**config.mk**
```make
export PLATFORM = sky130hd
export DESIGN_NAME = msb_first_bit_packer
export DESIGN_NICKNAME = d
export VERILOG_FILES = /design/src/rtl/bp_pkg.sv /design/src/rtl/msb_first_bit_packer.sv /design/src/rtl/bp_front.sv /design/src/rtl/bp_queue.sv /design/src/rtl/bp_back.sv
export SDC_FILE = /design/constraint.sdc
export NUM_CORES = 1
export LEC_CHECK = 0
export ABC_AREA = 1
export BUFFER_PORTS_ARGS = -buffer_cell sky130_fd_sc_hd__buf_2
export CAP_MARGIN = 20
export CORE_MARGIN = 2
export CORE_UTILIZATION = 45
export CTS_BUF_LIST = sky130_fd_sc_hd__clkbuf_16
export DETAILED_ROUTE_END_ITERATION = 12
export SETUP_SLACK_MARGIN = 0.3
export SLEW_MARGIN = 20
export SYNTH_ARGS = -nofsm -noshare
export SYNTH_HDL_FRONTEND = slang
export SYNTH_SLANG_ARGS = --single-unit
export TNS_END_PERCENT = 5
```
**constraint.sdc**
```tcl
create_clock -name clk -period 7.06 [get_ports clk]
set_clock_uncertainty 0.15 [all_clocks]
set_input_delay 2.118 -clock clk [delete_from_list [all_inputs] [get_ports clk]]
set_output_delay 2.118 -clock clk [all_outputs]
set_load 0.05 [all_outputs]
```
**src/rtl/bp_pkg.sv**
```systemverilog
// ---------------------------------------------------------------------------
// bp_pkg
// Shared constants, op codes and the byte job record of the bit packer.
// ---------------------------------------------------------------------------
package bp_pkg;

	localparam int ACC_BITS  = 32;
	localparam int BYTES     = ACC_BITS / 8;
	localparam int CNT_W     = $clog2(ACC_BITS + 1);
	localparam int SUM_W     = CNT_W + 1;
	localparam int NB_W      = $clog2(BYTES + 1);
	localparam int OP_W      = 2;
	localparam int FW_W      = 6;
	localparam int FV_W      = 32;
	localparam int FIELD_MAX = 32;
	localparam int QDEPTH    = 2;
	localparam int QPTR_W    = (QDEPTH > 1) ? $clog2(QDEPTH) : 1;
	localparam int QCNT_W    = $clog2(QDEPTH + 1);

	typedef enum logic [OP_W-1:0] {
		OP_PUT   = 2'd0,
		OP_FLUSH = 2'd1,
		OP_ALIGN = 2'd2,
		OP_NOP   = 2'd3
	} op_t;

	// Left-aligned word plus number of bytes to send from its top.
	typedef struct packed {
		logic [ACC_BITS-1:0] word;
		logic [NB_W-1:0]     nbytes;
	} job_t;

	typedef struct packed {
		logic full;
		logic empty;
	} q_status_t;

endpackage

```
**src/rtl/msb_first_bit_packer.sv**
```systemverilog
// Path: with the queue and sender idle, a job pushed at acceptance is written into the
// job queue, then its first byte into the output register, which raises out_valid.
// Throughput: one transaction per cycle while the two-entry job queue has room; each
// queued word, flush or aligned byte sends its bytes at one per cycle while out_ready holds.
// Reset: arst_n clears accumulator, pending count, queue and output valid.
// ---------------------------------------------------------------------------
// msb_first_bit_packer
// MSB-first variable-width field packer with byte output stream.
// ---------------------------------------------------------------------------
module msb_first_bit_packer import bp_pkg::*; (
	input  logic            clk,
	input  logic            arst_n,
	input  logic            in_valid,
	output logic            in_ready,
	input  logic [OP_W-1:0] op,
	input  logic [FW_W-1:0] field_width,
	input  logic [FV_W-1:0] field_value,
	output logic            out_valid,
	input  logic            out_ready,
	output logic [7:0]      out_byte,
	output logic            last
);

	q_status_t q_stat;
	logic      push;
	logic      pop;
	job_t      push_job;
	job_t      pop_job;

	bp_front u_front (
		.clk        (clk),
		.arst_n     (arst_n),
		.in_valid   (in_valid),
		.in_ready   (in_ready),
		.op         (op),
		.field_width(field_width),
		.field_value(field_value),
		.q_stat     (q_stat),
		.push       (push),
		.push_job   (push_job)
	);

	bp_queue u_queue (
		.clk     (clk),
		.arst_n  (arst_n),
		.push    (push),
		.push_job(push_job),
		.pop     (pop),
		.pop_job (pop_job),
		.q_stat  (q_stat)
	);

	bp_back u_back (
		.clk      (clk),
		.arst_n   (arst_n),
		.pop_job  (pop_job),
		.q_stat   (q_stat),
		.pop      (pop),
		.out_valid(out_valid),
		.out_ready(out_ready),
		.out_byte (out_byte),
		.last     (last)
	);

endmodule

```
**src/rtl/bp_front.sv**
```systemverilog
// ---------------------------------------------------------------------------
// bp_front
// Accepts transactions, packs fields into the accumulator and queues byte jobs
// for every word, every flush of a non-empty accumulator and every aligned byte.
// ---------------------------------------------------------------------------
module bp_front import bp_pkg::*; (
	input  logic            clk,
	input  logic            arst_n,
	input  logic            in_valid,
	output logic            in_ready,
	input  logic [OP_W-1:0] op,
	input  logic [FW_W-1:0] field_width,
	input  logic [FV_W-1:0] field_value,
	input  q_status_t       q_stat,
	output logic            push,
	output job_t            push_job
);

	logic [ACC_BITS-1:0] acc_q;
	logic [CNT_W-1:0]    cnt_q;

	logic [FW_W-1:0]     nc;
	logic [FV_W-1:0]     mask;
	logic [ACC_BITS-1:0] vx;
	logic [SUM_W-1:0]    total;
	logic [SUM_W-1:0]    r;
	logic                over;
	logic                accept;
	logic                upd;
	logic [ACC_BITS-1:0] acc_d;
	logic [CNT_W-1:0]    cnt_d;

	assign in_ready = !q_stat.full;
	assign accept   = in_valid && in_ready;

	always_comb begin
		nc    = (field_width > FW_W'(FIELD_MAX)) ? FW_W'(FIELD_MAX) : field_width;
		mask  = (nc == FW_W'(FIELD_MAX)) ? '1 : ((FV_W'(1) << nc) - FV_W'(1));
		vx    = ACC_BITS'(field_value & mask);
		total = SUM_W'(cnt_q) + SUM_W'(nc);
		over  = total > SUM_W'(ACC_BITS);
		r     = total - SUM_W'(ACC_BITS);
	end

	always_comb begin
		push          = 1'b0;
		push_job.word   = acc_q | (vx >> r);
		push_job.nbytes = NB_W'(BYTES);
		upd           = 1'b0;
		acc_d         = acc_q;
		cnt_d         = cnt_q;
		case (op_t'(op))
			OP_PUT: begin
				if (nc != '0) begin
					upd = 1'b1;
					if (over) begin
						push  = 1'b1;
						acc_d = vx << (SUM_W'(ACC_BITS) - r);
						cnt_d = CNT_W'(r);
					end else begin
						acc_d = acc_q | (vx << (SUM_W'(ACC_BITS) - total));
						cnt_d = CNT_W'(total);
					end
				end
			end
			OP_FLUSH: begin
				upd             = 1'b1;
				push            = (cnt_q != '0);
				push_job.word   = acc_q;
				push_job.nbytes = NB_W'((SUM_W'(cnt_q) + SUM_W'(7)) >> 3);
				acc_d           = '0;
				cnt_d           = '0;
			end
			OP_ALIGN: begin
				upd             = 1'b1;
				push            = 1'b1;
				push_job.word   = {field_value[7:0], {(ACC_BITS-8){1'b0}}};
				push_job.nbytes = NB_W'(1);
				acc_d           = '0;
				cnt_d           = '0;
			end
			default: begin
				upd = 1'b0;
			end
		endcase
		push = push && accept;
	end

	always_ff @(posedge clk or negedge arst_n) begin
		if (!arst_n) begin
			acc_q <= '0;
			cnt_q <= '0;
		end else if (accept && upd) begin
			acc_q <= acc_d;
			cnt_q <= cnt_d;
		end
	end

endmodule

```
**src/rtl/bp_queue.sv**
```systemverilog
// ---------------------------------------------------------------------------
// bp_queue
// Short job queue between the packing front and the byte sender.
// ---------------------------------------------------------------------------
module bp_queue import bp_pkg::*; (
	input  logic      clk,
	input  logic      arst_n,
	input  logic      push,
	input  job_t      push_job,
	input  logic      pop,
	output job_t      pop_job,
	output q_status_t q_stat
);

	job_t              slot_q [QDEPTH];
	logic [QPTR_W-1:0] wr_ptr_q;
	logic [QPTR_W-1:0] rd_ptr_q;
	logic [QCNT_W-1:0] count_q;

	assign q_stat.full  = (count_q == QCNT_W'(QDEPTH));
	assign q_stat.empty = (count_q == '0);
	assign pop_job      = slot_q[rd_ptr_q];

	function automatic logic [QPTR_W-1:0] next_ptr(input logic [QPTR_W-1:0] p);
		return (p == QPTR_W'(QDEPTH - 1)) ? '0 : p + QPTR_W'(1);
	endfunction

	always_ff @(posedge clk) begin
		if (push) begin
			slot_q[wr_ptr_q] <= push_job;
		end
	end

	always_ff @(posedge clk or negedge arst_n) begin
		if (!arst_n) begin
			wr_ptr_q <= '0;
			rd_ptr_q <= '0;
			count_q  <= '0;
		end else begin
			if (push) begin
				wr_ptr_q <= next_ptr(wr_ptr_q);
			end
			if (pop) begin
				rd_ptr_q <= next_ptr(rd_ptr_q);
			end
			if (push && !pop) begin
				count_q <= count_q + QCNT_W'(1);
			end else if (pop && !push) begin
				count_q <= count_q - QCNT_W'(1);
			end
		end
	end

endmodule

```
**src/rtl/bp_back.sv**
```systemverilog
// ---------------------------------------------------------------------------
// bp_back
// Sends queued jobs one byte per cycle while out_ready allows, high byte
// first, through an output register; marks the final byte of each job.
// ---------------------------------------------------------------------------
module bp_back import bp_pkg::*; (
	input  logic       clk,
	input  logic       arst_n,
	input  job_t       pop_job,
	input  q_status_t  q_stat,
	output logic       pop,
	output logic       out_valid,
	input  logic       out_ready,
	output logic [7:0] out_byte,
	output logic       last
);

	logic [ACC_BITS-1:0] word_q;
	logic [NB_W-1:0]     rem_q;
	logic                valid_q;
	logic [7:0]          byte_q;
	logic                last_q;
	logic                load;
	logic                busy;

	assign load      = !valid_q || out_ready;
	assign busy      = (rem_q != '0);
	assign pop       = load && !busy && !q_stat.empty;
	assign out_valid = valid_q;
	assign out_byte  = byte_q;
	assign last      = last_q;

	always_ff @(posedge clk or negedge arst_n) begin
		if (!arst_n) begin
			valid_q <= 1'b0;
			rem_q   <= '0;
		end else if (load) begin
			valid_q <= busy || !q_stat.empty;
			if (busy) begin
				rem_q <= rem_q - NB_W'(1);
			end else if (!q_stat.empty) begin
				rem_q <= pop_job.nbytes - NB_W'(1);
			end
		end
	end

	always_ff @(posedge clk) begin
		if (load) begin
			if (busy) begin
				byte_q <= word_q[ACC_BITS-1 -: 8];
				last_q <= (rem_q == NB_W'(1));
				word_q <= word_q << 8;
			end else if (!q_stat.empty) begin
				byte_q <= pop_job.word[ACC_BITS-1 -: 8];
				last_q <= (pop_job.nbytes == NB_W'(1));
				word_q <= pop_job.word << 8;
			end
		end
	end

endmodule

```
==> flow_summary_export.csv <==
group,metric,value,unit
run_status,status,"complete, no violations",
logic_synthesis,ys_warn_count,0,
clock_network,post-cts-setup-buffers,0,
timing,period_share,89.3,%
global_route,gr-total-overflow,0,
timing,hold_slack,370,ps
clock_network,clk_latency,420,ps
timing,fin_crit,6300,ps
timing,slew_headroom,36.7,%
worst_setup_path,cp-startpoint,"field_width[3]",
placed_design,place_hpwl,38500,um
route,via_per_inst,5.83,
clock_network,cts_root_buf,"clkbuf_16",
logic_synthesis,synth-main-ff-cell,"edfxtp_1",
floorplan,ioPinCount,55,
worst_setup_path,cp-end-kind,"register",
logic_synthesis,synth_top_area_share,22.4,%
layout,syn2layout_area_growth,6.74,%
timing,hold_viol,0,
logic_synthesis,ys_types,63,
global_route,grt_pass1_wl,78300,um
worst_setup_path,r2r_start,"u_front.cnt_q[2]",
timing,setup_viol,0,
floorplan,start_util,45.4,%
logic_synthesis,yosysSeqAreaShare,30.7,%
global_route,use_met1,45.4,%
timing,fmax,159,MHz
logic_synthesis,ys_seq_elements,149,
route,routedWlPerCell,20.6,um
route,drtPass1Iterations,6,
floorplan,die_h,179,um
timing,rsz0062_at_grt,"false",
clock_network,cts_resized,0,
layout,nets,2137,
logic_synthesis,synthTopCellsByCount,"nand2_1, nand3_1, nor2_1",
route,finalWirelength,51200,um
worst_setup_path,worstSetupEndpoint,"u_front.acc_q[12]",
logic_synthesis,syn_avg_cell_area,6.62,um2
layout,antenna_cells,0,
floorplan,fp.dieW,179,um
clock_network,clkSinkCount,149,
clock_network,numCtsBuffers,17,
worst_setup_path,worstSetupPathType,"in -> reg",
clock_network,clkTransAtPathRegs,60,ps
logic_synthesis,synth_area_leaders,"edfxtp_1, nand2_1, nand3_1, dfrtp_1, o21ai_0",
floorplan,dieArea,32100,um2
layout,drive_above_1_share,13.2,%
worst_setup_path,startpoint_type,"input pin",
logic_synthesis,async_flop_share,30.9,%
worst_setup_path,ff2ff_path_depth,18,
logic_synthesis,synth.most_common_cell,"nand2_1",
global_route,first_global_vias,13100,
logic_synthesis,syn_nets,2150,
layout,stdcell_count,2483,
worst_setup_path,cp_data_required_time,7250,ps
placed_design,io_buffer_count,54,
clock_network,postCtsHoldBufs,0,
global_route,met2_usage,50.6,%
worst_setup_path,cp_max_fo,18,
flow_run,max_cap_viol_count,0,
timing,drv_slew,0,
route,ant_nets,0,
logic_synthesis,synthCells,2087,
global_route,grt_max_degree,76,
route,num_vias,14500,
clock_network,cts_tree,"yes",
layout,nFillCells,3259,
global_route,grt.total_usage,32.2,%
clock_network,clk_path_buf_depth,2,
logic_synthesis,synth_edf_count,103,
global_route,antenna_found_initial,0,
logic_synthesis,syn-cell-area,13800,um2
placed_design,gp_congestion,0.972,
floorplan,num_rows,64,
logic_synthesis,synth_top_area_cell,"edfxtp_1",
placed_design,dp_cells,2451,
route,drt_iter0_drc,1624,
timing,fin_setup_tns,0,ps
route,route.detailed.drc,0,
worst_setup_path,cp_data_arrival_time,6490,ps
timing,worst_slew_pin_slew,949,ps
worst_setup_path,reg2reg_slack,2810,ps
global_route,gr-max-usage-layer,"met2",
worst_setup_path,r2r-end,"u_front.acc_q[12]",
floorplan,core_area,30400,um2
global_route,use_met3,3.86,%
hold_path,hold_class,"reg -> reg",
clock_network,h-tree-depth,4,
-- layer usage --
layer / up-vias / routed length (um)
met5: - / 0
met4: 0 / 1780
met3: 105 / 3340
met2: 622 / 23100
met1: 6758 / 23000
li1: 7000 / -
-- critical path, stage by stage --
cell and delay, ps:
buf_2 240, nor2_1 100, nand3_2 90, nand2_2 170, inv_1 120, nor2_1 50, ha_1 350, nand2_1 60
nand3b_1 220, nand2_4 120, nand2_4 50, nand3_1 100, nand2_4 120, ha_1 320, clkinv_1 480, nand2_4 300
nand2_8 130, nor2_4 330, nand2_2 130, nand3_2 110, nand3_2 110, a21oi_1 330, o21ai_0 150, a21oi_1 170
-- cell type report --
class	instances	area (um2)	share of cell area (%)
multi-input cells	1683	8400	57.0
well taps	396	495	3.36
inverters	133	504	3.42
repair buffers	90	553	3.75
clock inverters	15	116	0.790
clock buffers	17	425	2.89
flip-flops and latches	149	4240	28.8
-- through the flow --
| step | instance area (um2) | setup slack, ps | utilization (%) |
|---|---|---|---|
| global placement | 14200 | 501 | 46.7 |
| floorplan | 13800 | 596 | - |
| finish | 14700 | 759 | 48.4 |
| global route | 14700 | 387 | 48.4 |
| CTS | 14700 | 854 | 48.4 |
| detailed placement | 14200 | 436 | 46.7 |
-- cell families after synthesis --
logic type	count (synthesis)	share of synthesized area (%)
and+or+nand+nor	1314	43.8
AOI/OAI and AO/OA	336	14.2
buffers and inverters	255	8.58
DFF	149	30.7
adders and majority gates	19	1.72
muxes	9	0.652
xor gates and xnor gates	5	0.317
-- state kept, by name (all words and copies together), names as in the netlist --
signal            count
u_queue.wr_ptr_q      1
u_back.last           1
u_queue.slot_q       70
u_back.rem_q          3
u_back.word_q        24
u_front.acc_q        32
u_back.out_byte       8
u_queue.rd_ptr_q      1
u_front.cnt_q         6
u_queue.count_q       2
u_back.out_valid      1
-- how the worst min path moves through the flow --
stage                  startpoint            endpoint  slack (ps)  depth (start not counted)
6_report        u_front.acc_q[22]   u_front.acc_q[22]         370                          2
5_1_grt        u_queue.count_q[0]  u_queue.count_q[0]         400                          1
4_1_cts         u_front.acc_q[22]   u_front.acc_q[22]         380                          2
3_5_place_dp    u_front.acc_q[22]   u_front.acc_q[22]         360                          2
3_3_place_gp    u_front.acc_q[19]   u_front.acc_q[19]         350                          2
2_1_floorplan   u_front.acc_q[15]   u_front.acc_q[15]         320                          2
-- cells in the final DEF (no fill, tap or decap), types with 23 or more instances in the layout --
cell and instances:
nand2_1 694, nand3_1 320, nor2_1 133, inv_1 105
o21ai_0 103, edfxtp_1 103, a21oi_1 74, o21ai_1 74
buf_2 54, dfrtp_1 46, buf_4 35, nand2_2 33
o211ai_1 31, nand4_1 27, nand3_2 23
Power is left out: the tool's default activity adds up to more than one toggle a clock period on the data nets, which glitch-free logic cannot reach.
